**src/rtl/core/dsv_pkg.sv**
```systemverilog
// Shared types, character codes and calendar helpers for the date string validator.
// No dependencies; imported by dsv_core and date_string_validator.
`default_nettype none

package dsv_pkg;

    // Character codes
    localparam logic [7:0] CH_NUL   = 8'd0;
    localparam logic [7:0] CH_SLASH = 8'd47;
    localparam logic [7:0] CH_ZERO  = 8'd48;
    localparam logic [7:0] CH_NINE  = 8'd57;

    // Field phase codes
    localparam logic [1:0] PH_DAY   = 2'd0;
    localparam logic [1:0] PH_MONTH = 2'd1;
    localparam logic [1:0] PH_YEAR  = 2'd2;

    localparam logic [2:0]  DC_MAX      = 3'd7;
    localparam logic [2:0]  DM_LIMIT    = 3'd2;
    localparam logic [2:0]  YEAR_LIMIT  = 3'd4;
    localparam logic [13:0] YEAR_BASE   = 14'd2000;
    localparam logic [3:0]  MONTH_LAST  = 4'd12;

    typedef struct packed {
        logic        valid_res;
        logic [4:0]  day;
        logic [3:0]  month;
        logic [13:0] year;
    } dsv_res_t;

    // Two-digit value tens*10+units is divisible by 4 iff (2*tens+units) mod 4 == 0
    function automatic logic div4_2dig(input logic [3:0] tens, input logic [3:0] units);
        logic [1:0] s;
        s = {tens[0], 1'b0} + units[1:0];
        return (s == 2'd0);
    endfunction

    function automatic logic [4:0] month_len(input logic [3:0] m, input logic leap);
        logic [4:0] len;
        unique case (m) inside
            4'd1, 4'd3, 4'd5, 4'd7, 4'd8, 4'd10, 4'd12: len = 5'd31;
            4'd4, 4'd6, 4'd9, 4'd11:                   len = 5'd30;
            4'd2:                                      len = leap ? 5'd29 : 5'd28;
            default:                                   len = 5'd0;
        endcase
        return len;
    endfunction

endpackage

`default_nettype wire

```
**src/rtl/core/date_string_validator.sv**
```systemverilog
// Date string validator: one character per cycle, one result per NUL terminator.
// A terminator's result passes through the input register, then the result register.
// Throughput: one character per cycle while no terminator waits.
// A terminator waits in the input register while an earlier result is still unaccepted.
// Reset (rst_n low, asynchronous): parser back in the day field, all empty.
// Instantiates dsv_core; uses dsv_pkg.
`default_nettype none

module date_string_validator (
    input  wire logic        clk,
    input  wire logic        rst_n,
    // character channel
    input  wire logic        in_valid,
    output logic             in_ready,
    input  wire logic [7:0]  ch,
    // result channel
    output logic             out_valid,
    input  wire logic        out_ready,
    output logic             valid_res,
    output logic [4:0]       day,
    output logic [3:0]       month,
    output logic [13:0]      year
);
    import dsv_pkg::*;

    // Input register: holds one character until the parser steps on it.
    logic       s1_valid_reg;
    logic [7:0] ch_reg;

    // Result register
    logic       out_valid_reg;
    dsv_res_t   res_reg;
    dsv_res_t   res;

    logic out_free;
    logic s1_fire;
    logic in_fire;
    logic s1_term;

    // A non-terminator never produces an item, so it steps even while a result waits.
    // Only a terminator needs room in the result register.
    assign out_free = !out_valid_reg || out_ready;
    assign s1_term  = (ch_reg == CH_NUL);
    assign s1_fire  = s1_valid_reg && (!s1_term || out_free);
    assign in_ready = !s1_valid_reg || s1_fire;
    assign in_fire  = in_valid && in_ready;

    always_ff @(posedge clk or negedge rst_n)
    begin
        if (!rst_n)
        begin
            s1_valid_reg <= 1'b0;
        end
        else if (in_ready)
        begin
            s1_valid_reg <= in_valid;
        end
    end

    always_ff @(posedge clk)
    begin
        if (in_fire)
        begin
            ch_reg <= ch;
        end
    end

    dsv_core u_core (
        .clk   (clk),
        .rst_n (rst_n),
        .step  (s1_fire),
        .ch    (ch_reg),
        .res   (res)
    );

    always_ff @(posedge clk or negedge rst_n)
    begin
        if (!rst_n)
        begin
            out_valid_reg <= 1'b0;
        end
        else if (s1_fire && s1_term)
        begin
            out_valid_reg <= 1'b1;
        end
        else if (out_ready)
        begin
            out_valid_reg <= 1'b0;
        end
    end

    always_ff @(posedge clk)
    begin
        if (s1_fire && s1_term)
        begin
            res_reg <= res;
        end
    end

    assign out_valid = out_valid_reg;
    assign valid_res = res_reg.valid_res;
    assign day       = res_reg.day;
    assign month     = res_reg.month;
    assign year      = res_reg.year;

    // A new result item only follows a terminator stepped in the previous cycle.
    a_rise_from_term: assert property (@(posedge clk) disable iff (!rst_n)
        $rose(out_valid_reg) |-> $past(s1_fire && s1_term))
        else $error("result item without a terminator");

    // A valid date carries a day and month in range.
    a_valid_fields: assert property (@(posedge clk) disable iff (!rst_n)
        (out_valid && valid_res) |->
            (day != 5'd0) && (month != 4'd0) && (month <= MONTH_LAST))
        else $error("valid result with out-of-range day or month");

    // An invalid date carries zero fields.
    a_invalid_zero: assert property (@(posedge clk) disable iff (!rst_n)
        (out_valid && !valid_res) |-> (day == 5'd0) && (month == 4'd0) && (year == 14'd0))
        else $error("invalid result with nonzero fields");

    // A held character in the input register is not lost while the parser waits.
    a_s1_hold: assert property (@(posedge clk) disable iff (!rst_n)
        (s1_valid_reg && !s1_fire) |=> (s1_valid_reg && $stable(ch_reg)))
        else $error("stalled input item changed");

endmodule

`default_nettype wire

```
**src/rtl/core/dsv_core.sv**
```systemverilog
// Parser state for the date string validator: field phase, digit counts, accumulators.
// Updates on each stepped character; builds the result for a terminator. Uses dsv_pkg.
`default_nettype none

module dsv_core (
    input  wire logic            clk,
    input  wire logic            rst_n,
    input  wire logic            step,
    input  wire logic [7:0]      ch,
    output dsv_pkg::dsv_res_t    res
);
    import dsv_pkg::*;

    logic [1:0]  phase_reg,  phase_next;
    logic [2:0]  dc_reg,     dc_next;
    logic [6:0]  day_reg,    day_next;
    logic [6:0]  month_reg,  month_next;
    logic [13:0] year_reg,   year_next;
    logic        err_reg,    err_next;
    // last four year digits, oldest first; zeros stay in the high places for short years
    logic [3:0]  yd_reg [4];
    logic [3:0]  yd_next [4];

    logic [3:0] digit;
    logic       is_digit;
    logic [2:0] limit;

    assign is_digit = (ch >= CH_ZERO) && (ch <= CH_NINE);
    assign digit    = ch[3:0];
    assign limit    = (phase_reg == PH_YEAR) ? YEAR_LIMIT : DM_LIMIT;

    always_comb
    begin
        phase_next = phase_reg;
        dc_next    = dc_reg;
        day_next   = day_reg;
        month_next = month_reg;
        year_next  = year_reg;
        err_next   = err_reg;
        for (int i = 0; i < 4; i++)
        begin
            yd_next[i] = yd_reg[i];
        end
        if (ch == CH_NUL)
        begin
            phase_next = PH_DAY;
            dc_next    = 3'd0;
            day_next   = 7'd0;
            month_next = 7'd0;
            year_next  = 14'd0;
            err_next   = 1'b0;
            for (int i = 0; i < 4; i++)
            begin
                yd_next[i] = 4'd0;
            end
        end
        else if (ch == CH_SLASH)
        begin
            if (phase_reg == PH_YEAR)
            begin
                err_next = 1'b1;
            end
            else
            begin
                if (dc_reg < 3'd1 || dc_reg > DM_LIMIT)
                begin
                    err_next = 1'b1;
                end
                phase_next = (phase_reg == PH_DAY) ? PH_MONTH : PH_YEAR;
                dc_next    = 3'd0;
            end
        end
        else if (is_digit)
        begin
            if (dc_reg >= limit)
            begin
                err_next = 1'b1;
            end
            else if (phase_reg == PH_DAY)
            begin
                day_next = (day_reg << 3) + (day_reg << 1) + {3'd0, digit};
            end
            else if (phase_reg == PH_MONTH)
            begin
                month_next = (month_reg << 3) + (month_reg << 1) + {3'd0, digit};
            end
            else
            begin
                year_next  = (year_reg << 3) + (year_reg << 1) + {10'd0, digit};
                yd_next[0] = yd_reg[1];
                yd_next[1] = yd_reg[2];
                yd_next[2] = yd_reg[3];
                yd_next[3] = digit;
            end
            if (dc_reg < DC_MAX)
            begin
                dc_next = dc_reg + 3'd1;
            end
        end
        else
        begin
            err_next = 1'b1;
        end
    end

    always_ff @(posedge clk or negedge rst_n)
    begin
        if (!rst_n)
        begin
            phase_reg <= PH_DAY;
            dc_reg    <= 3'd0;
            day_reg   <= 7'd0;
            month_reg <= 7'd0;
            year_reg  <= 14'd0;
            err_reg   <= 1'b0;
            for (int i = 0; i < 4; i++)
            begin
                yd_reg[i] <= 4'd0;
            end
        end
        else if (step)
        begin
            phase_reg <= phase_next;
            dc_reg    <= dc_next;
            day_reg   <= day_next;
            month_reg <= month_next;
            year_reg  <= year_next;
            err_reg   <= err_next;
            for (int i = 0; i < 4; i++)
            begin
                yd_reg[i] <= yd_next[i];
            end
        end
    end

    // Terminator result. Short years get 2000 added; the high digit pair then reads 00,
    // which leaves the leap test unchanged since 2000 is a multiple of 400.
    logic        short_year;
    logic        len_ok;
    logic        leap;
    logic        low_zero;
    logic [4:0]  mlen;
    logic [13:0] year_full;
    logic        ok;

    assign short_year = (dc_reg == 3'd1) || (dc_reg == 3'd2);
    assign len_ok     = short_year || (dc_reg == YEAR_LIMIT);
    assign low_zero   = (yd_reg[2] == 4'd0) && (yd_reg[3] == 4'd0);
    assign leap       = div4_2dig(yd_reg[2], yd_reg[3]) &&
                        (!low_zero || div4_2dig(yd_reg[0], yd_reg[1]));
    assign mlen       = month_len(month_reg[3:0], leap);
    assign year_full  = short_year ? (year_reg + YEAR_BASE) : year_reg;

    assign ok = !err_reg && (phase_reg == PH_YEAR) && len_ok &&
                (month_reg >= 7'd1) && (month_reg <= {3'd0, MONTH_LAST}) &&
                (day_reg >= 7'd1) && (day_reg <= {2'd0, mlen});

    always_comb
    begin
        res.valid_res = ok;
        res.day       = ok ? day_reg[4:0]   : 5'd0;
        res.month     = ok ? month_reg[3:0] : 4'd0;
        res.year      = ok ? year_full      : 14'd0;
    end

endmodule

`default_nettype wire
```
**config.mk**
```make
export PLATFORM = sky130hd
export DESIGN_NAME = date_string_validator
export DESIGN_NICKNAME = d
export VERILOG_FILES = /design/src/rtl/core/dsv_pkg.sv /design/src/rtl/core/date_string_validator.sv /design/src/rtl/core/dsv_core.sv
export SDC_FILE = /design/constraint.sdc
export NUM_CORES = 1
export LEC_CHECK = 0
export BUFFER_PORTS_ARGS = -buffer_cell sky130_fd_sc_hd__buf_4
export CAP_MARGIN = 30
export CORE_UTILIZATION = 45
export CTS_CLUSTER_DIAMETER = 40
export DETAILED_ROUTE_END_ITERATION = 10
export PLACE_DENSITY_LB_ADDON = 0.12
export SLEW_MARGIN = 20
export SYNTH_ARGS = -nofsm -noshare
export SYNTH_HDL_FRONTEND = slang
export SYNTH_SLANG_ARGS = --single-unit
```
**constraint.sdc**
```tcl
create_clock -name clk -period 7 [get_ports clk]
set_clock_uncertainty 0.05 [all_clocks]
set_input_delay 1.75 -clock clk [delete_from_list [all_inputs] [get_ports clk]]
set_output_delay 1.75 -clock clk [all_outputs]
set_load 0.05 [all_outputs]
```
==> impl_metrics.json <==
{
  "syn_avg_cell_area_sq_um": 11.5,
  "cp-end-kind": "output pin",
  "antenna_found_initial": 0,
  "whs_ns": 0.464,
  "drc_errors": 2,
  "drive_gt1_share_pct": 16.6,
  "mostFrequentLayoutCell": "ha_1",
  "setup_violations": 0,
  "synth_area_sq_um": 4750,
  "rsz0062_at_grt": "false",
  "cts_tree": "done",
  "die_w_microns": 105,
  "critPathMaxStageDelay_ns": 0.60,
  "cts_sinks": 78,
  "setup_tns_ns": 0,
  "synth_cell_types": 53,
  "crit_slowest_cell": "nor3_2",
  "path_cells": "or4_4, nor3_2, nand3_1, buf_4",
  "drt_iter0_drc": 125,
  "drt-total-wl_microns": 9430,
  "fmax_mhz": 227,
  "hpwl_microns": 6870,
  "p_per_area_nw_per_um2": 181,
  "dieHeight_microns": 105,
  "layout_min_cycle_time_ns": 4.41,
  "pre_cts_ws_ns": 2.78,
  "die_area_sq_um": 11000,
  "hold_violations": 0,
  "critPathRequiredTime_ns": 5.20,
  "max_slew.worst_pin.slew_ns": 0.886,
  "synth-async-reset-ratio_pct": 59.0,
  "nNetsFinal": 521,
  "core_sq_um": 10300,
  "synth_nets": 481,
  "synth-edff-count": 32,
  "crit_type": "reg -> out",
  "synth_cells": 414,
  "fin_ws_ns": 2.59,
  "max_cap_viol_count": 0,
  "first_global_vias": 3222,
  "rows": 37,
  "h-tree-depth": 3,
  "largest_reg_flops": 14,
  "status": "complete, but fails checks",
  "clk_latency_ns": 0.35,
  "grt_max_degree": 47,
  "cp.arrival_ns": 2.61,
  "hold_path_class": "reg -> reg",
  "viasPerCell": 5.52,
  "peakVddDrop_uv": 156,
  "violations": "DRC",
  "ctsHoldBuffers": 0,
  "gp_congestion": 0.819,
  "initial_core_util_pct": 46.3,
  "synthToLayoutAreaGrowth_pct": 13.3,
  "report.final.slew_viol_count": 0,
  "path_clk_slew_ns": 0.08,
  "cts-root-buf": "clkbuf_8",
  "drtPass1Iterations": 7,
  "vias": 3284,
  "grt_use_total_pct": 18.9,
  "postCtsSetupRepairBufs": 0,
  "cts_buffers": 9,
  "io_buffers": 37,
  "start_kind": "register",
  "relSlewSlack_pct": 40.9,
  "grt_overflow": 0,
  "synth_warnings": 0,
  "drt-wirelength-per-cell_microns": 15.8,
  "io_pins": 38,
  "ctsResizeCount": 0,
  "antenna_cells": 0,
  "cts_buffer_depth": 2,
  "antenna_left": 0,
  "mostFrequentLayoutCells": "ha_1 (49), dfrtp_1 (46), buf_4 (40)",
  "synthFlopType": "dfrtp_1",
  "path_max_fanout": 12,
  "post-route-period-util_pct": 63.1,
  "ys_ff_latch": 78,
  "grt_pass1_wl_microns": 16200,
  "p_leak_uw": 0.00250,
  "yosysSeqAreaShare_pct": 44.4
}
final timing paths:
check                                      start                  end  slack [ns]  cells after the start
max in group asynchronous                  rst_n  u_core.phase_reg[0]        5.11                      1
worst min register to register  u_core.yd_reg[7]     u_core.yd_reg[7]        0.46                      1
worst min-delay path            u_core.yd_reg[7]     u_core.yd_reg[7]        0.46                      1
min in group asynchronous                  rst_n    u_core.day_reg[3]        1.37                      1
worst max register to register         ch_reg[3]     u_core.yd_reg[0]        3.50                      5
worst max-delay path                   ch_reg[3]             in_ready        2.59                      4
per-layer routing:
| metal | global-route usage (%) | vias to the layer above | share of wire, % |
|---|---|---|---|
| met3 | 4.74 | 6 | 2.8 |
| met1 | 27.3 | 1594 | 52 |
| li1 | - | 1634 | - |
| met4 | 4.53 | 0 | 0.82 |
| met2 | 28.4 | 50 | 44 |
| met5 | 0 | - | 0 |
cell usage after synthesis (all sizes together), types with 2 or more instances:
cell type / number / area, sq um
edfxtp: 32 / 961
a211oi: 5 / 37.5
dfrtp: 46 / 1150
nand4: 4 / 25.0
a221oi: 3 / 61.3
nor3b: 14 / 105
xor2: 9 / 78.8
clkbuf: 9 / 33.8
or3: 5 / 31.3
inv: 23 / 86.3
nand2: 15 / 56.3
or4: 4 / 33.8
a21o: 7 / 52.6
o21ai: 15 / 78.8
nand2b: 2 / 12.5
ha: 49 / 613
xnor2: 19 / 166
a31oi: 4 / 25.0
nor2: 16 / 60.1
nor3: 23 / 120
o211a: 2 / 20.0
o211ai: 3 / 22.5
nor2b: 9 / 56.3
o31ai: 2 / 15.0
a22o: 20 / 175
a21oi: 18 / 90.1
nor4: 3 / 18.8
nand3: 5 / 25.0
buf: 4 / 45.0
mux2: 16 / 180
fa: 6 / 120
mux2i: 6 / 60.1
through the flow:
step | instances | instance area, sq um | util, % | power (uW)
2_1_floorplan | 414 | 4750 | - | 586
4_1_cts | 594 | 5380 | 52.3 | 985
5_1_grt | 595 | 5390 | 52.4 | 1030
3_5_place_dp | 578 | 5170 | 50.3 | 621
6_report | 595 | 5390 | 52.4 | 976
3_3_place_gp | 577 | 5160 | 50.2 | 618
area by class of cell:
| class | count | area, sq um |
|---|---|---|
| fillers | 924 | 4890 |
| multi-input cells | 300 | 2490 |
| flip-flops and latches | 78 | 2110 |
| repair buffers | 42 | 323 |
| well taps | 136 | 170 |
| clock buffers | 13 | 139 |
| inverters | 23 | 86.3 |
| clock inverters | 3 | 68.8 |
logic make-up (layout without fill, tap and decap cells):
| family | count (synthesis) | count (layout) | synth area share (%) |
|---|---|---|---|
| compound gates | 91 | 91 | 14.3 |
| xor+xnor | 28 | 28 | 5.16 |
| fa+ha+maj | 55 | 55 | 15.4 |
| buf+inv | 36 | 81 | 3.47 |
| flops | 78 | 78 | 44.4 |
| mux | 22 | 22 | 5.05 |
| simple gates | 104 | 104 | 12.1 |
critical path: cells and delay by family (launching register included):
family / cells / cell delay (ns)
buffers and inverters: 1 / 0.26
AND/OR/NAND/NOR: 3 / 1.44
flip-flops: 1 / 0.57
report_power, final:
part / internal, uW / leakage (uW) / switching (uW) / total, uW
Combinational: 47.9 / 0.00147 / 59.5 / 107
Clock: 202 / 0.000102 / 161 / 364
Sequential: 486 / 0.000931 / 18.3 / 504
Total: 736 / 0.00250 / 239 / 976
(Power assumes the default switching activity.)
